--- config.mk ---
export PLATFORM = sky130hd
export DESIGN_NAME = ipbt_ctrl
export DESIGN_NICKNAME = d
export VERILOG_FILES = /design/src/rtl/ipbt_pkg.sv /design/src/rtl/ipbt_ctrl.sv
export VERILOG_INCLUDE_DIRS = /design/src /design/src/rtl
export SDC_FILE = /design/constraint.sdc
export NUM_CORES = 1
export LEC_CHECK = 0
export ABC_AREA = 1
export BUFFER_PORTS_ARGS = -buffer_cell sky130_fd_sc_hd__buf_4
export CORE_ASPECT_RATIO = 1.2
export CORE_UTILIZATION = 30
export DETAILED_ROUTE_END_ITERATION = 7
export GPL_TIMING_DRIVEN = 0
export PLACE_DENSITY_LB_ADDON = 0.3
export RECOVER_POWER = 25
export SLEW_MARGIN = 20
export SYNTH_ARGS = -nofsm -noshare
export SYNTH_HDL_FRONTEND = slang
export SYNTH_SLANG_ARGS = --single-unit
--- constraint.sdc ---
create_clock -name clk -period 2.38 [get_ports clk]
set_clock_uncertainty 0.2 [all_clocks]
set_input_delay 0.238 -clock clk [delete_from_list [all_inputs] [get_ports clk]]
set_output_delay 0.238 -clock clk [all_outputs]
set_load 0.005 [all_outputs]
--- src/rtl/ipv4_prefix_bucket_table_top_defines.svh ---
// Assertion macros used by the prefix table controller.
// Each use names the check and gives its property; clk and rst of the module are used.
`ifndef IPV4_PREFIX_BUCKET_TABLE_TOP_DEFINES_SVH
`define IPV4_PREFIX_BUCKET_TABLE_TOP_DEFINES_SVH

`ifndef SYNTHESIS
`define IPBT_ASSERT(lbl, prop) \
  lbl: assert property (@(posedge clk) disable iff (rst) prop) \
    else $error("ipbt check failed");
`define IPBT_ASSERT_IMPL(lbl, ante, cons) \
  lbl: assert property (@(posedge clk) disable iff (rst) (ante) |-> (cons)) \
    else $error("ipbt check failed");
`else
`define IPBT_ASSERT(lbl, prop)
`define IPBT_ASSERT_IMPL(lbl, ante, cons)
`endif

`endif

--- src/rtl/ipbt_pkg.sv ---
package ipbt_pkg;

  localparam int ADDR_W                 = 32;
  localparam int COUNT_W                = 32;
  localparam int NUM_BUCKETS            = 256;
  localparam int BUCKET_W               = 8;
  localparam int PLEN_W                 = 5;
  localparam int ENTRY_W                = PLEN_W + ADDR_W;
  localparam int DEF_ENTRIES_PER_BUCKET = 32;
  localparam int S_TDATA_W              = ADDR_W + COUNT_W;
  localparam int S_TUSER_W              = 2;
  localparam int M_TDATA_W              = 8;
  localparam logic [ADDR_W-1:0] ALL_ONES = 32'hFFFF_FFFF;

  // Operation carried in the input tuser.
  typedef enum logic [1:0] {
    CMD_LOOKUP = 2'd0,
    CMD_INSERT = 2'd1,
    CMD_CLEAR  = 2'd2,
    CMD_COMMIT = 2'd3
  } ipbt_op_t;

  // Result status codes.
  typedef enum logic [1:0] {
    STATUS_OK     = 2'd0,
    STATUS_REJECT = 2'd1,
    STATUS_FULL   = 2'd2
  } ipbt_status_t;

  // Commands from the controller to the datapath.
  typedef struct packed {
    logic         capture;
    logic         fill_rd;
    logic         scan_start;
    logic         scan_issue;
    logic         ins_write;
    logic         clr_start;
    logic         clr_write;
    logic         commit;
    logic         out_load;
    logic         res_hit;
    ipbt_status_t res_status;
  } ipbt_cmd_t;

  // Status from the datapath to the controller.
  typedef struct packed {
    ipbt_op_t op;
    logic     bad_count;
    logic     fill_full;
    logic     match;
    logic     scan_more;
    logic     scan_done;
    logic     clr_last;
    logic     clr_wrap;
  } ipbt_sts_t;

  // Network mask for a prefix length; length zero gives an empty mask.
  function automatic logic [ADDR_W-1:0] prefix_mask(input logic [PLEN_W-1:0] plen);
    logic [5:0] sh;
    sh = 6'd32 - {1'b0, plen};
    if (plen == '0) begin
      return '0;
    end
    return ALL_ONES << sh;
  endfunction

endpackage

--- src/rtl/ipbt_ctrl.sv ---
`include "ipv4_prefix_bucket_table_top_defines.svh"

module ipbt_ctrl
  import ipbt_pkg::*;
(
  input  logic      clk,
  input  logic      rst,
  input  logic      s_tvalid,
  output logic      s_tready,
  output logic      m_tvalid,
  input  logic      m_tready,
  input  ipbt_sts_t sts,
  output ipbt_cmd_t cmd
);

  typedef enum logic [2:0] {
    ST_INIT,
    ST_IDLE,
    ST_RD_FILL,
    ST_EXEC,
    ST_SCAN,
    ST_CLEAR,
    ST_RESULT
  } state_t;

  state_t       state;
  logic         out_valid;
  logic         res_hit;
  ipbt_status_t res_status;

  assign s_tready = (state == ST_IDLE);
  assign m_tvalid = out_valid;

  // Command decode for the datapath.
  always_comb begin
    cmd              = '0;
    cmd.capture      = s_tvalid && s_tready;
    cmd.fill_rd      = (state == ST_RD_FILL);
    cmd.scan_start   = (state == ST_EXEC);
    cmd.scan_issue   = (state == ST_SCAN) && !sts.match && sts.scan_more;
    cmd.ins_write    = (state == ST_EXEC) && (sts.op == CMD_INSERT) &&
                       !sts.bad_count && !sts.fill_full;
    cmd.clr_start    = (state == ST_EXEC) && (sts.op == CMD_CLEAR);
    cmd.clr_write    = (state == ST_INIT) || (state == ST_CLEAR);
    cmd.commit       = (state == ST_EXEC) && (sts.op == CMD_COMMIT);
    cmd.out_load     = (state == ST_RESULT) && (!out_valid || m_tready);
    cmd.res_hit      = res_hit;
    cmd.res_status   = res_status;
  end

  // Sequencer and output handshake.
  always_ff @(posedge clk) begin
    if (rst) begin
      state      <= ST_INIT;
      out_valid  <= 1'b0;
      res_hit    <= 1'b0;
      res_status <= STATUS_OK;
    end else begin
      if (cmd.out_load) begin
        out_valid <= 1'b1;
      end else if (m_tready) begin
        out_valid <= 1'b0;
      end
      unique case (state)
        ST_INIT: begin
          if (sts.clr_wrap) begin
            state <= ST_IDLE;
          end
        end
        ST_IDLE: begin
          if (cmd.capture) begin
            state <= ST_RD_FILL;
          end
        end
        ST_RD_FILL: begin
          state <= ST_EXEC;
        end
        ST_EXEC: begin
          res_hit <= 1'b0;
          unique case (sts.op)
            CMD_LOOKUP: begin
              res_status <= STATUS_OK;
              state      <= ST_SCAN;
            end
            CMD_INSERT: begin
              if (sts.bad_count) begin
                res_status <= STATUS_REJECT;
              end else if (sts.fill_full) begin
                res_status <= STATUS_FULL;
              end else begin
                res_status <= STATUS_OK;
              end
              state <= ST_RESULT;
            end
            CMD_CLEAR: begin
              res_status <= STATUS_OK;
              state      <= ST_CLEAR;
            end
            CMD_COMMIT: begin
              res_status <= STATUS_OK;
              state      <= ST_RESULT;
            end
          endcase
        end
        ST_SCAN: begin
          if (sts.match) begin
            res_hit <= 1'b1;
            state   <= ST_RESULT;
          end else if (sts.scan_done) begin
            state <= ST_RESULT;
          end
        end
        ST_CLEAR: begin
          if (sts.clr_last) begin
            state <= ST_RESULT;
          end
        end
        ST_RESULT: begin
          if (cmd.out_load) begin
            state <= ST_IDLE;
          end
        end
        default: begin
          state <= ST_IDLE;
        end
      endcase
    end
  end

  // An accepted beat always starts with the fill read.
  `IPBT_ASSERT(a_accept_to_fill, cmd.capture |=> (state == ST_RD_FILL))
  // Only lookups ever scan a bucket.
  `IPBT_ASSERT_IMPL(a_scan_is_lookup, state == ST_SCAN, sts.op == CMD_LOOKUP)
  // A store read just issued is still awaiting its compare, so the scan is not over.
  `IPBT_ASSERT(a_issue_pending, cmd.scan_issue |=> !sts.scan_done)
  // A hit is only ever reported for a lookup.
  `IPBT_ASSERT_IMPL(a_hit_lookup, (state == ST_RESULT) && res_hit, sts.op == CMD_LOOKUP)

endmodule

* Yosys cells after proc, flatten, opt, wreduce, memory -nomap -nowiden
Cells that the tools add are included.
** Word-level totals
- Logic and storage cells :: 57
- Latch bits :: 0
- Memory bits (read-only) :: 0
- Input port bits :: 13
- Memory bits (writable) :: 0
- Memories kept :: 0
- Flip-flop bits (word level) :: 7
** Operators by class
- Shift-type cells :: 0
- Add/subtract/negate cells :: 0
- Equality and inequality tests :: 15
- Order comparisons :: 0
- Multiply operators :: 0
- Bitwise logic cells :: 0
- Mux-type cells :: 15
- Div/mod/pow operators :: 0
- Reductions and logical operators :: 23
** Operators with widths (number)
- 3-bit one-hot mux with 7 select lines :: 1
- 3-bit 2-to-1 mux :: 6
- 3-bit equality test, second input constant :: 3
- 1-bit logical AND :: 9
- 3-bit one-hot mux with 3 select lines :: 1
- 2-bit inequality test, second input constant :: 4
- 3-bit by 2-bit equality test with 1-bit output, second input constant :: 2
- 5-bit AND reduction :: 1
- 2-bit equality test, second input constant :: 2
- 1-bit zero test :: 4
- 2-bit 2-to-1 mux :: 2
- 2-bit one-hot mux with 2 select lines :: 1
- 2-bit nonzero test :: 2
- 3-bit by 1-bit equality test with 1-bit output, second input constant :: 1
- 3-bit zero test :: 1
- 1-bit 2-to-1 mux :: 3
- 3-bit inequality test, second input constant :: 1
- 3-bit OR reduction :: 1
- 2-bit by 1-bit equality test with 1-bit output, second input constant :: 1
- 2-bit zero test :: 1
- 1-bit logical OR :: 2
- 2-bit by 1-bit inequality test with 1-bit output, second input constant :: 1
- 1-bit one-hot mux with 2 select lines :: 1
- 2-bit AND reduction :: 1
- 2-bit OR reduction :: 1

* Longest topological paths before layout
Gate-level depths: netlist of the first run.
- Depth after elaboration :: 5
- Mapped depth :: 10
- Gate-level depth less buffers :: 9

* Worst setup path after synthesis of the first run
OpenSTA, ideal clock, no wires.
- Kind :: register -> output
- From :: register state[0]
- To :: output cmd[8] (netlist bit)
- Arrival :: 0.913 ns
- Setup slack :: 1.029 ns
- Required time :: 1.942 ns
- Cell stages (with the launch flop) :: 5
- Cells stage by stage :: dfxtp_1 -> buf_2 -> nor2_1 -> nand2_1 -> nor3b_1
** RTL lines
- start: declaration :: RTL line ipbt_ctrl.sv:26 : state_t state;
- start signal: assignment :: RTL line ipbt_ctrl.sv:54 : state <= ST_INIT;
- start signal: assignment :: RTL line ipbt_ctrl.sv:67 : state <= ST_IDLE;
- start signal: assignment :: RTL line ipbt_ctrl.sv:72 : state <= ST_RD_FILL;
- end: declaration :: RTL line ipbt_ctrl.sv:13 : output ipbt_cmd_t cmd

==> reports/summary.txt, run 1 <==
antenna-violating nets left = 0
IO Port Bufs = 26
vias in the first global route = 470
LEAKAGE = 0.4257 nW
# DRC = 0
Hold WC Path Type = input port to register
Die Ht = 47.90 µm
Reg2Reg Launch Point = state[1]
Clock Pin Slew Worst Setup and Hold Paths = 0.05 ns
routed len/inst = 8.757 µm
Initial Util = 0.3209
crit path DAT = 1.33 ns
Initial DRT Pass Iterations = 3
DR vias = 615
largest net degree at the start of global routing = 11
Final Setup Violations = 0
hold_buf cts = 1
WP data required = 1.94 ns
DR iter-0 viols = 7
Slew Limit Fails = 0
Crit path max-delay family = simple AND/OR/NAND/NOR gates
CP endpoint kind = primary output
mapped cell area = 526.8 µm²
CP Cell Sequence = buf_2 > nor2_1 > nand2_1 > nor3b_1 > buf_4
VDD IR max = 0.4319 mV
synth unique cells = 19
CTS tree = built
Sink Count = 7
Synth Instances = 87
clk root buf = clkbuf_4
RePlAce Congestion = 0.7517
slowest stage delay, CP = 0.29 ns
Reg-to-Reg End = state[2]
CTS buffer count = 3
flops & latches, synth = 7
post-synthesis net count = 100
post-route setup TNS = 0 ns
total global-route track usage = 0.1411
P&R area growth vs syn = 47.74%
Final Hold Vio Count = 0
Worst-Skew Late Latency = 0.25 ns
Ports = 27
setup bufs post-CTS = 0
std cell rows = 16
DIE AREA = 1928 µm²
crit path time final = 1.770 ns
period utilisation layout = 0.7438
share of layout cells above drive strength 1 = 0.3729
Antenna diodes = 0
Setup crit start = state[0]
yosys warns = 0
fmax = 564.9 MHz
syn avg cell area = 6.055 µm²
Die W = 40.25 µm
slowest cell on the critical path = dfxtp_1
total grt overflow = 0
max cap viols = 0
Final nets = 132
pwr/cell area = 868.3 nW/µm²
dpl cell area = 744.5 µm²
DR vias/cell = 4.522
critical path type = register to primary output
Core Area = 1642 µm²
antenna violations before repair = 0
flop2flop setup slack = 0.97 ns
Layout Cell Area excl Fill = 778.2 µm²
first-pass GRT wire length = 1835 µm
r2r worst-path depth = 7
cts repair resizes = 0
worst-path fanout max = 10
Buf/Inv on CP = 2
post-synthesis sequential area ratio = 0.2660
Hold Crit Start = sts[5]
run status = finished, final reports clean
DP Wirelength = 975.3 µm
RSZ-0062 raised after global routing = false
H-tree Lvls = 1
Critical Path Source Type = register
hold endpoint = res_status[1]
hold path depth = 3
WL final = 1191 µm
Relative slew margins = 0.8216
Clock Tree Buf Depth = 2
worst slew pin tran = 0.2673 ns
-- registers in the layout, indices dropped and copies added, names as in the netlist --
register	flops
res_status	2
state	3
res_hit	1
m_tvalid	1
-- kinds of logic after synthesis --
| kind of cell | after synthesis | synth area share |
|---|---|---|
| and+or+nand+nor | 59 | 0.5511 |
| buffers and inverters | 17 | 0.1377 |
| DFF | 7 | 0.2660 |
| AOI/OAI and AO/OA | 4 | 0.04513 |
-- cell type report --
cell class              instances  area [µm²]
repair buffers                 27       205.2
plain buffers                   3       20.02
fillers                       184       863.3
multi-input cells              63       311.5
flip-flops and latches          7       140.1
inverters                      14       52.55
clock buffers                   4       26.28
well taps                      18       22.52
-- worst register-to-register path, cell delays in order (launching register included) --
cell and delay, ns:
dfxtp_1 0.47, nand2_1 0.16, nor2_2 0.14, nand2_2 0.07, nand3_2 0.09, nor2_2 0.05, nor2_1 0.08, nor2_1 0.05
-- cells in the final DEF (no fill, tap or decap), types with 2 or more instances in the layout --
cell type / n
nand2_1: 19
a21oi_1: 3
nand3_1: 4
nand4_1: 3
inv_2: 2
nor3_1: 2
dfxtp_1: 7
inv_1: 11
nor2_1: 20
buf_4: 24
nor2_2: 2
clkbuf_4: 7
nand3_2: 5
-- where the power goes --
part	switching, W	internal (W)
sequential	0.0000195	0.000143
clock	0.0000433	0.0000639
combinational	0.000231	0.000175
-- cell usage after synthesis --
| cell | instances | share of area |
|---|---|---|
| nor2_2 | 2 | 0.024 |
| o21ai_2 | 1 | 0.017 |
| nand4_1 | 3 | 0.036 |
| inv_2 | 2 | 0.014 |
| nand3_2 | 5 | 0.095 |
| nor3_2 | 1 | 0.019 |
| a21oi_1 | 3 | 0.028 |
| nand2_1 | 18 | 0.13 |
| dfxtp_1 | 7 | 0.27 |
| inv_1 | 11 | 0.078 |
| buf_2 | 1 | 0.0095 |
| nor2_1 | 20 | 0.14 |
| nor3_1 | 2 | 0.019 |
| buf_4 | 2 | 0.028 |
| nand2_2 | 2 | 0.024 |
| nor3b_1 | 1 | 0.014 |
| clkinv_1 | 1 | 0.0071 |
| nand3_1 | 4 | 0.038 |
| nor4_1 | 1 | 0.012 |
-- stage by stage --
stage          instances  utilization  hold slack, ns  power [W]  setup WS (ns)
4_1_cts              136       0.4756         0.05209  0.0006911         0.5839
6_report             136       0.4741         0.05479  0.0006758         0.6098
2_1_floorplan         87            -          0.1071  0.0004439          1.029
3_5_place_dp         131       0.4535          0.2527  0.0005784         0.8588
3_3_place_gp         131       0.4535          0.2527  0.0005730         0.8758
5_1_grt              136       0.4741         0.05296  0.0007568         0.4771
-- layer usage --
metal  vias up  GRT usage  wire length [µm]  part of all wire
li1        336          -                 -                 -
met1       257     0.1770               570              0.48
met2        22     0.2226               550              0.46
met3         0    0.02791                69             0.058
met4         0    0.08000                 0                 0
met5         -          0                 0                 0
-- how the worst max path moves through the flow --
stage | endpoint | slack [ns] | depth (start not counted)
final | cmd[8] | 0.61 | 5
after global routing | cmd[7] | 0.48 | 4
after CTS | cmd[8] | 0.58 | 5
after detailed placement | cmd[8] | 0.86 | 5
after global placement | cmd[8] | 0.88 | 5
after floorplan | cmd[8] | 1.03 | 4
No activity file was read; power rests on OpenSTA's default activity.
==> run 2: changes to the inputs <==
--- a/config.mk
+++ b/config.mk
@@ -6,7 +6,7 @@
 export SDC_FILE = /design/constraint.sdc
 export NUM_CORES = 1
 export LEC_CHECK = 0
-export ABC_AREA = 1
+export ABC_AREA = 0
 export BUFFER_PORTS_ARGS = -buffer_cell sky130_fd_sc_hd__buf_4
 export CORE_ASPECT_RATIO = 1.2
 export CORE_UTILIZATION = 30
==> constraint.sdc (replaced) <==
create_clock -name clk -period 1.7 [get_ports clk]
set_clock_uncertainty 0.2 [all_clocks]
set_input_delay 0.17 -clock clk [delete_from_list [all_inputs] [get_ports clk]]
set_output_delay 0.17 -clock clk [all_outputs]
set_load 0.005 [all_outputs]
==> run 2 against run 1 <==
  * The run now ends with negative setup slack left
  * Clock power grew 51%
  * Hold slack got worse by 0.023 ns
  * Final cell count fell by 8.1%
  * First-iteration DRC count grew 100%
  * Die area decreased by 3.4%
==> reports/summary.txt, run 2 <==
run status = finished with violations (was finished, final reports clean)
failing checks = negative setup slack
post-synthesis sequential area ratio = 0.2759 (was 0.2660)
Critical Path Source Type = register (unchanged)
DR vias/cell = 5.424 (was 4.522)
post-route non-filler standard cell count = 125 (was 136)
period utilisation layout = 1.133
Ports = 27 (unchanged)
P&R area growth vs syn = 101.2% (was 47.74%)
top cell type's share of synthesized area = 0.2759 (was 0.2660)
most frequent cells in the layout = buf_4 (37), buf_6 (4), clkbuf_4 (4), dfxtp_1 (4) (was buf_4 (24), nor2_1 (20), nand2_1 (19))
DIE AREA = 1863 µm² (was 1928 µm²)
Largest regs = state: 3 flops, res_status: 2 flops (unchanged)
Seq pwr share = 0.188 (was 0.241)
pwr/cell area = 1514 nW/µm² (was 868.3 nW/µm²)
routed len/inst = 15.30 µm (was 8.757 µm)
largest net degree at the start of global routing = 11 (unchanged)
most used flip-flop cell after synthesis = dfxtp_1 (unchanged)
Yosys top cell by area = dfxtp_1 (unchanged)
share of total power in the clock network = 0.105 (was 0.159)
Post-synth ARST share = 0 (unchanged)
Clock Tree Buf Depth = 2 (unchanged)
clk root buf = clkbuf_4 (unchanged)
share of layout cells above drive strength 1 = 0.6944 (was 0.3729)
WL final = 1912 µm (was 1191 µm)
CTS buffer count = 3 (unchanged)
CP endpoint kind = primary output (unchanged)
Die W = 39.57 µm (was 40.25 µm)
sw frac = 0.3962 (was 0.4348)
VDD IR max = 0.9149 mV (was 0.4319 mV)
WP data required = 1.33 ns (was 1.94 ns)
final setup margin = -0.2256 ns (was 0.6098 ns)
LEAKAGE = 0.4569 nW (was 0.4257 nW)
Initial Util = 0.3383 (was 0.3209)
EDFF count, synth = 0 (unchanged)
# DRC = 0 (unchanged)
max cap viols = 0 (unchanged)
Final nets = 122 (was 132)
worst slew pin tran = 0.2762 ns (was 0.2673 ns)
crit path DAT = 1.56 ns (was 1.33 ns)
CTS tree = built (unchanged)
fmax = 519.3 MHz
yosys warns = 0 (unchanged)
critical path type = register to primary output (unchanged)
flops & latches, synth = 7 (unchanged)
Final Hold Vio Count = 0 (unchanged)
flop2flop setup slack = -0.09 ns (was 0.97 ns)
Core Area = 1501 µm² (was 1642 µm²)
antenna violations before repair = 0 (unchanged)
Hold WC Path Type = input port to register (unchanged)
IO Port Bufs = 26 (unchanged)
DP Cell Count = 105 (was 131)
RePlAce Congestion = 0.7827 (was 0.7517)
Slew Limit Fails = 0 (unchanged)
Net Switching = 0.0006131 W (was 0.0002938 W)
count leader, synth = dfxtp_1 (was nor2_1)
DR vias = 678 (was 615)
Initial DRT Pass Iterations = 4 (was 3)
syn avg cell area = 8.193 µm² (was 6.055 µm²)
RSZ-0062 raised after global routing = true (was false)
total global-route track usage = 0.1800 (was 0.1411)
Antenna diodes = 0 (unchanged)
H-tree Lvls = 1 (unchanged)
Relative slew margins = 0.8155 (was 0.8216)
post-synthesis net count = 75 (was 100)
antenna-violating nets left = 0 (unchanged)
Internal = 0.0009344 W (was 0.0003819 W)
worst-path fanout max = 6 (was 10)
Clock Pin Slew Worst Setup and Hold Paths = 0.06 ns (was 0.05 ns)
post-route setup TNS = -0.9330 ns (was 0 ns)
Area contributors post-synth = dfxtp_1 (28%), a21oi_1 (4.9%), nor3b_2 (4.9%) (was dfxtp_1 (27%), nor2_1 (14%), nand2_1 (13%))
vias in the first global route = 567 (was 470)
crit path time final = 1.926 ns
Combinational Power Share = 0.708 (was 0.600)
std cell rows = 15 (was 16)
Sink Count = 7 (unchanged)
commonest non-fill, non-tap cell in the layout = buf_4 (unchanged)
DR iter-0 viols = 14 (was 7)
Synth Instances = 62 (was 87)
max reg flops = 3 (unchanged)
commonest cells in the netlist = dfxtp_1 (7), nor2_1 (6), a21oi_1 (5) (was nor2_1 (20), nand2_1 (18), inv_1 (11))
Die Ht = 47.08 µm (was 47.90 µm)
Final Setup Violations = 9 (was 0)
synth unique cells = 33 (was 19)
Reg with most FFs = state (unchanged)
Worst-Skew Late Latency = 0.26 ns (was 0.25 ns)
first-pass GRT wire length = 2297 µm (was 1835 µm)
mapped cell area = 508.0 µm² (was 526.8 µm²)
DP Wirelength = 1004 µm (was 975.3 µm)
total grt overflow = 0 (unchanged)
[run 2: changes by cell type in the layout (fill, tap and decap cells not counted), sizes merged, moves of 3 or more]
cell	previous run	this run
buf	25	43
clkbuf	8	4
inv	13	3
nand2	20	4
nand3	9	1
nand4	3	0
nor2	22	6
nor2b	0	3
[run 2: cell type report]
type                            instances  area [µm²]
Fill cell                             121       479.2
Multi-Input combinational cell         48       435.4
Timing Repair Buffer                   43       346.6
Sequential cell                         7       148.9
Buffer                                  3       23.77
Clock buffer                            3       22.52
Tap cell                               17       21.27
Inverter                                3       18.77
Clock inverter                          1       5.005
[run 2: metrics by stage]
step | total power (W) | setup WS (ns) | hold slack [ns] | cell area (µm²) | util
after global placement | 0.0009107 | -0.07066 | 0.2139 | 724.4 | 0.4825
after detailed placement | 0.0009192 | -0.04754 | 0.2144 | 724.4 | 0.4825
after floorplan | 0.0007089 | 0.06701 | 0.03907 | 508.0 | -
after CTS | 0.001182 | -0.1227 | 0.003823 | 888.4 | 0.5917
after global routing | 0.001636 | -0.2497 | 0.04273 | 1022 | 0.6808
final | 0.001547 | -0.2256 | 0.03180 | 1022 | 0.6808
[run 2: path summary, 6_finish.rpt]
kind / endpoint / from / cells after the start
worst max-delay path: cmd[5] / state[2] / 6
worst max register to register: state[2] / state[2] / 8
worst min-delay path: res_status[0] / sts[6] / 3
worst min register to register: res_status[0] / res_status[0] / 2
[run 2: kinds of logic after synthesis]
kind of cell | count (synthesis) | share of synthesized area
flops | 7 | 0.2759
buf+inv | 7 | 0.07882
compound gates | 15 | 0.2266
mux | 1 | 0.01971
simple gates | 32 | 0.3990
[run 2: per-layer routing]
metal	wire [µm]	global-route usage	part of all wire	vias up
met5	0	0	0	-
met4	89	0.03448	0.047	0
met3	124	0.07109	0.065	10
met2	1049	0.3279	0.55	30
met1	650	0.1936	0.34	322
li1	-	-	-	316
[run 2: worst max-delay path, cell delays in order (launching register included)]
cell	delay [ns]
dfxtp_2	0.33
buf_6	0.11
buf_4	0.13
buf_8	0.13
and2b_2	0.23
nor3_2	0.21
buf_4	0.15
[run 2: repair_timing]
item                                    4_1_cts  5_1_grt
hold buffers                                  2        0
pin swaps                                     4       11
buffers inserted                             11        8
hold endpoints to repair                      7        0
resized for setup                            12       31
endpoints found under the setup margin        5       13
[run 2: power by group through the flow]
stage / registers [W] / clock network, W / logic, W
4_1_cts: 0.000250 / 0.000162 / 0.000770
5_1_grt: 0.000298 / 0.000171 / 0.00117
3_3_place_gp: 0.000246 / 0 / 0.000665
3_5_place_dp: 0.000246 / 0 / 0.000674
6_report: 0.000291 / 0.000162 / 0.00109
2_1_floorplan: 0.000239 / 0 / 0.000470
==> run 3: changes to the inputs <==
--- a/config.mk
+++ b/config.mk
@@ -6,7 +6,7 @@
 export SDC_FILE = /design/constraint.sdc
 export NUM_CORES = 1
 export LEC_CHECK = 0
-export ABC_AREA = 0
+export ABC_AREA = 1
 export BUFFER_PORTS_ARGS = -buffer_cell sky130_fd_sc_hd__buf_4
 export CORE_ASPECT_RATIO = 1.2
 export CORE_UTILIZATION = 30
==> run 3 against run 2 <==
  * The flow now finishes without violations
  * Maximum frequency increased by 17%
  * First-iteration DRC count fell by 36%
  * Final cell count is 12% higher
  * Clock power down 7%
  * Critical path depth shrank 2
  * Total power decreased by 36%
  * Sequential power shrank 19%
  * Design area down 18%
  * Critical path type is now input port to primary output
==> reports/summary.txt, run 3 (synthesized netlist as in run 1, its figures left out) <==
run status = finished, final reports clean (was finished with violations)
worst-path fanout max = 3 (was 6)
critical path type = input port to primary output (was register to primary output)
CP endpoint kind = primary output (unchanged)
Net Switching = 0.0004296 W (was 0.0006131 W)
Final nets = 136 (was 122)
RSZ-0062 raised after global routing = false (was true)
Sink Count = 7 (unchanged)
met1 Track Usage GR = 0.1854 (was 0.1936)
Clock Pin Slew Worst Setup and Hold Paths = 0.05 ns (was 0.06 ns)
max cap viols = 0 (unchanged)
DR vias/cell = 4.629 (was 5.424)
Critical Path Source Type = input port (was register)
vias in the first global route = 494 (was 567)
Hold WC Path Type = input port to register (unchanged)
fmax = 610.1 MHz (was 519.3 MHz)
Combinational Power Share = 0.610 (was 0.708)
pwr/cell area = 1184 nW/µm² (was 1514 nW/µm²)
Seq pwr share = 0.238 (was 0.188)
WL final = 1301 µm (was 1912 µm)
most frequent cells in the layout = buf_4 (27), nor2_1 (18), nand2_1 (18) (was buf_4 (37), buf_6 (4), clkbuf_4 (4), dfxtp_1 (4))
grt met3 use = 0.02791 (was 0.07109)
GR Util met2 = 0.2484 (was 0.3279)
IO Port Bufs = 26 (unchanged)
Clock Tree Buf Depth = 2 (unchanged)
period utilisation layout = 0.9642 (was 1.133)
share of layout cells above drive strength 1 = 0.4098 (was 0.6944)
CTS tree = built (unchanged)
std cell rows = 16 (was 15)
Final Hold Vio Count = 0 (unchanged)
crit path time final = 1.639 ns (was 1.926 ns)
sw frac = 0.4349 (was 0.3962)
antenna violations before repair = 0 (unchanged)
Core Area = 1642 µm² (was 1501 µm²)
CP Cell Sequence = dlygate4sd3_1 > buf_4 > nor4_1 > buf_4 (was buf_6 > buf_4 > buf_8 > and2b_2 > nor3_2 > buf_4)
Final Setup Violations = 0 (was 9)
Reg area = 141.4 µm² (was 148.9 µm²)
DP Wirelength = 975.3 µm (was 1004 µm)
Internal = 0.0005582 W (was 0.0009344 W)
H-tree Lvls = 1 (unchanged)
Util after Layout = 0.5084 (was 0.6808)
DIE AREA = 1928 µm² (was 1863 µm²)
# DRC = 0 (unchanged)
clk root buf = clkbuf_4 (unchanged)
total global-route track usage = 0.1515 (was 0.1800)
area of the multi-input gates = 324.1 µm² (was 435.4 µm²)
VDD IR max = 0.6250 mV (was 0.9149 mV)
Initial DRT Pass Iterations = 3 (was 4)
largest net degree at the start of global routing = 11 (unchanged)
routed len/inst = 9.293 µm (was 15.30 µm)
RePlAce Congestion = 0.7517 (was 0.7827)
P&R area growth vs syn = 58.43% (was 101.2%)
slowest stage delay, CP = 0.54 ns (was 0.33 ns)
total grt overflow = 0 (unchanged)
Die Ht = 47.90 µm (was 47.08 µm)
slowest cell on the critical path = dlygate4sd3_1 (was dfxtp_2)
Antenna diodes = 0 (unchanged)
DR vias = 648 (was 678)
crit path DAT = 1.27 ns (was 1.56 ns)
Slew Limit Fails = 0 (unchanged)
Reg with most FFs = state (unchanged)
WP data required = 1.33 ns (about the same)
commonest non-fill, non-tap cell in the layout = buf_4 (unchanged)
share of total power in the clock network = 0.152 (was 0.105)
pre-CTS setup slack = 0.2468 ns (was -0.04754 ns)
Initial Util = 0.3209 (was 0.3383)
Fill cells = 186 (was 121)
total design power = 0.0009879 W (was 0.001547 W)
CTS buffer count = 3 (unchanged)
Die W = 40.25 µm (was 39.57 µm)
DR iter-0 viols = 9 (was 14)
max reg flops = 3 (unchanged)
Ports = 27 (unchanged)
worst slew pin tran = 0.2216 ns (was 0.2762 ns)
Largest regs = state: 3 flops, res_status: 2 flops (unchanged)
final setup margin = 0.06083 ns (was -0.2256 ns)
Critical Path Most Common Cell = buf_4 (unchanged)
LEAKAGE = 0.4465 nW (was 0.4569 nW)
Worst-Skew Late Latency = 0.25 ns (was 0.26 ns)
first-pass GRT wire length = 1966 µm (was 2297 µm)
Relative slew margins = 0.8509 (was 0.8155)
antenna-violating nets left = 0 (unchanged)
GR peak layer = met2 (unchanged)
[run 3: final timing paths]
check / startpoint / to / slack [ns] / cells after the start
worst max register to register: state[2] / res_status[1] / 0.32 / 7
worst min register to register: res_hit / res_hit / 0.26 / 2
worst min-delay path: sts[7] / res_status[0] / 0.03 / 3
worst max-delay path: sts[8] / cmd[7] / 0.06 / 4
[run 3: per-layer routing]
| layer | vias up | part of all wire |
|---|---|---|
| met5 | - | 0 |
| met4 | 0 | 0 |
| met3 | 0 | 0.055 |
| met2 | 22 | 0.50 |
| met1 | 284 | 0.44 |
| li1 | 342 | - |
[run 3: repair_timing]
action / in CTS / in global routing
hold buffers: 4 / 0
buffers inserted: 1 / 0
pin swaps: 1 / 1
endpoints found under the setup margin: 2 / 4
hold endpoints to repair: 4 / 0
gates resized for setup: 2 / 4
[run 3: final cells by class]
class / count / share of cell area
Inverter: 14 / 0.06597
Clock buffer: 4 / 0.03148
Multi-Input combinational cell: 63 / 0.3883
Timing Repair Buffer: 31 / 0.2909
Buffer: 3 / 0.02699
Tap cell: 18 / 0.02699
Sequential cell: 7 / 0.1694
[run 3: stage by stage]
| stage | hold slack (ns) | area (µm²) | std cells | setup TNS (ns) |
|---|---|---|---|---|
| 2_1_floorplan | 0.03907 | 526.8 | 87 | 0 |
| 3_3_place_gp | 0.1862 | 744.5 | 131 | 0 |
| 3_5_place_dp | 0.1847 | 744.5 | 131 | 0 |
| 4_1_cts | 0.02166 | 823.3 | 140 | -0.003957 |
| 5_1_grt | 0.01509 | 834.6 | 140 | 0 |
| 6_report | 0.02567 | 834.6 | 140 | 0 |
[run 3: power groups by stage]
stage	registers, W	clock network (W)	logic, W
after floorplan	0.000228	0	0.000394
after global placement	0.000232	0	0.000570
after CTS	0.000231	0.000158	0.000600
after detailed placement	0.000233	0	0.000577
after global routing	0.000240	0.000170	0.000695
final	0.000235	0.000150	0.000602
[run 3: critical path, delay by kind of cell]
kind / cells / cell delay (ns)
simple gates: 1 / 0.26
buf+inv: 3 / 0.83
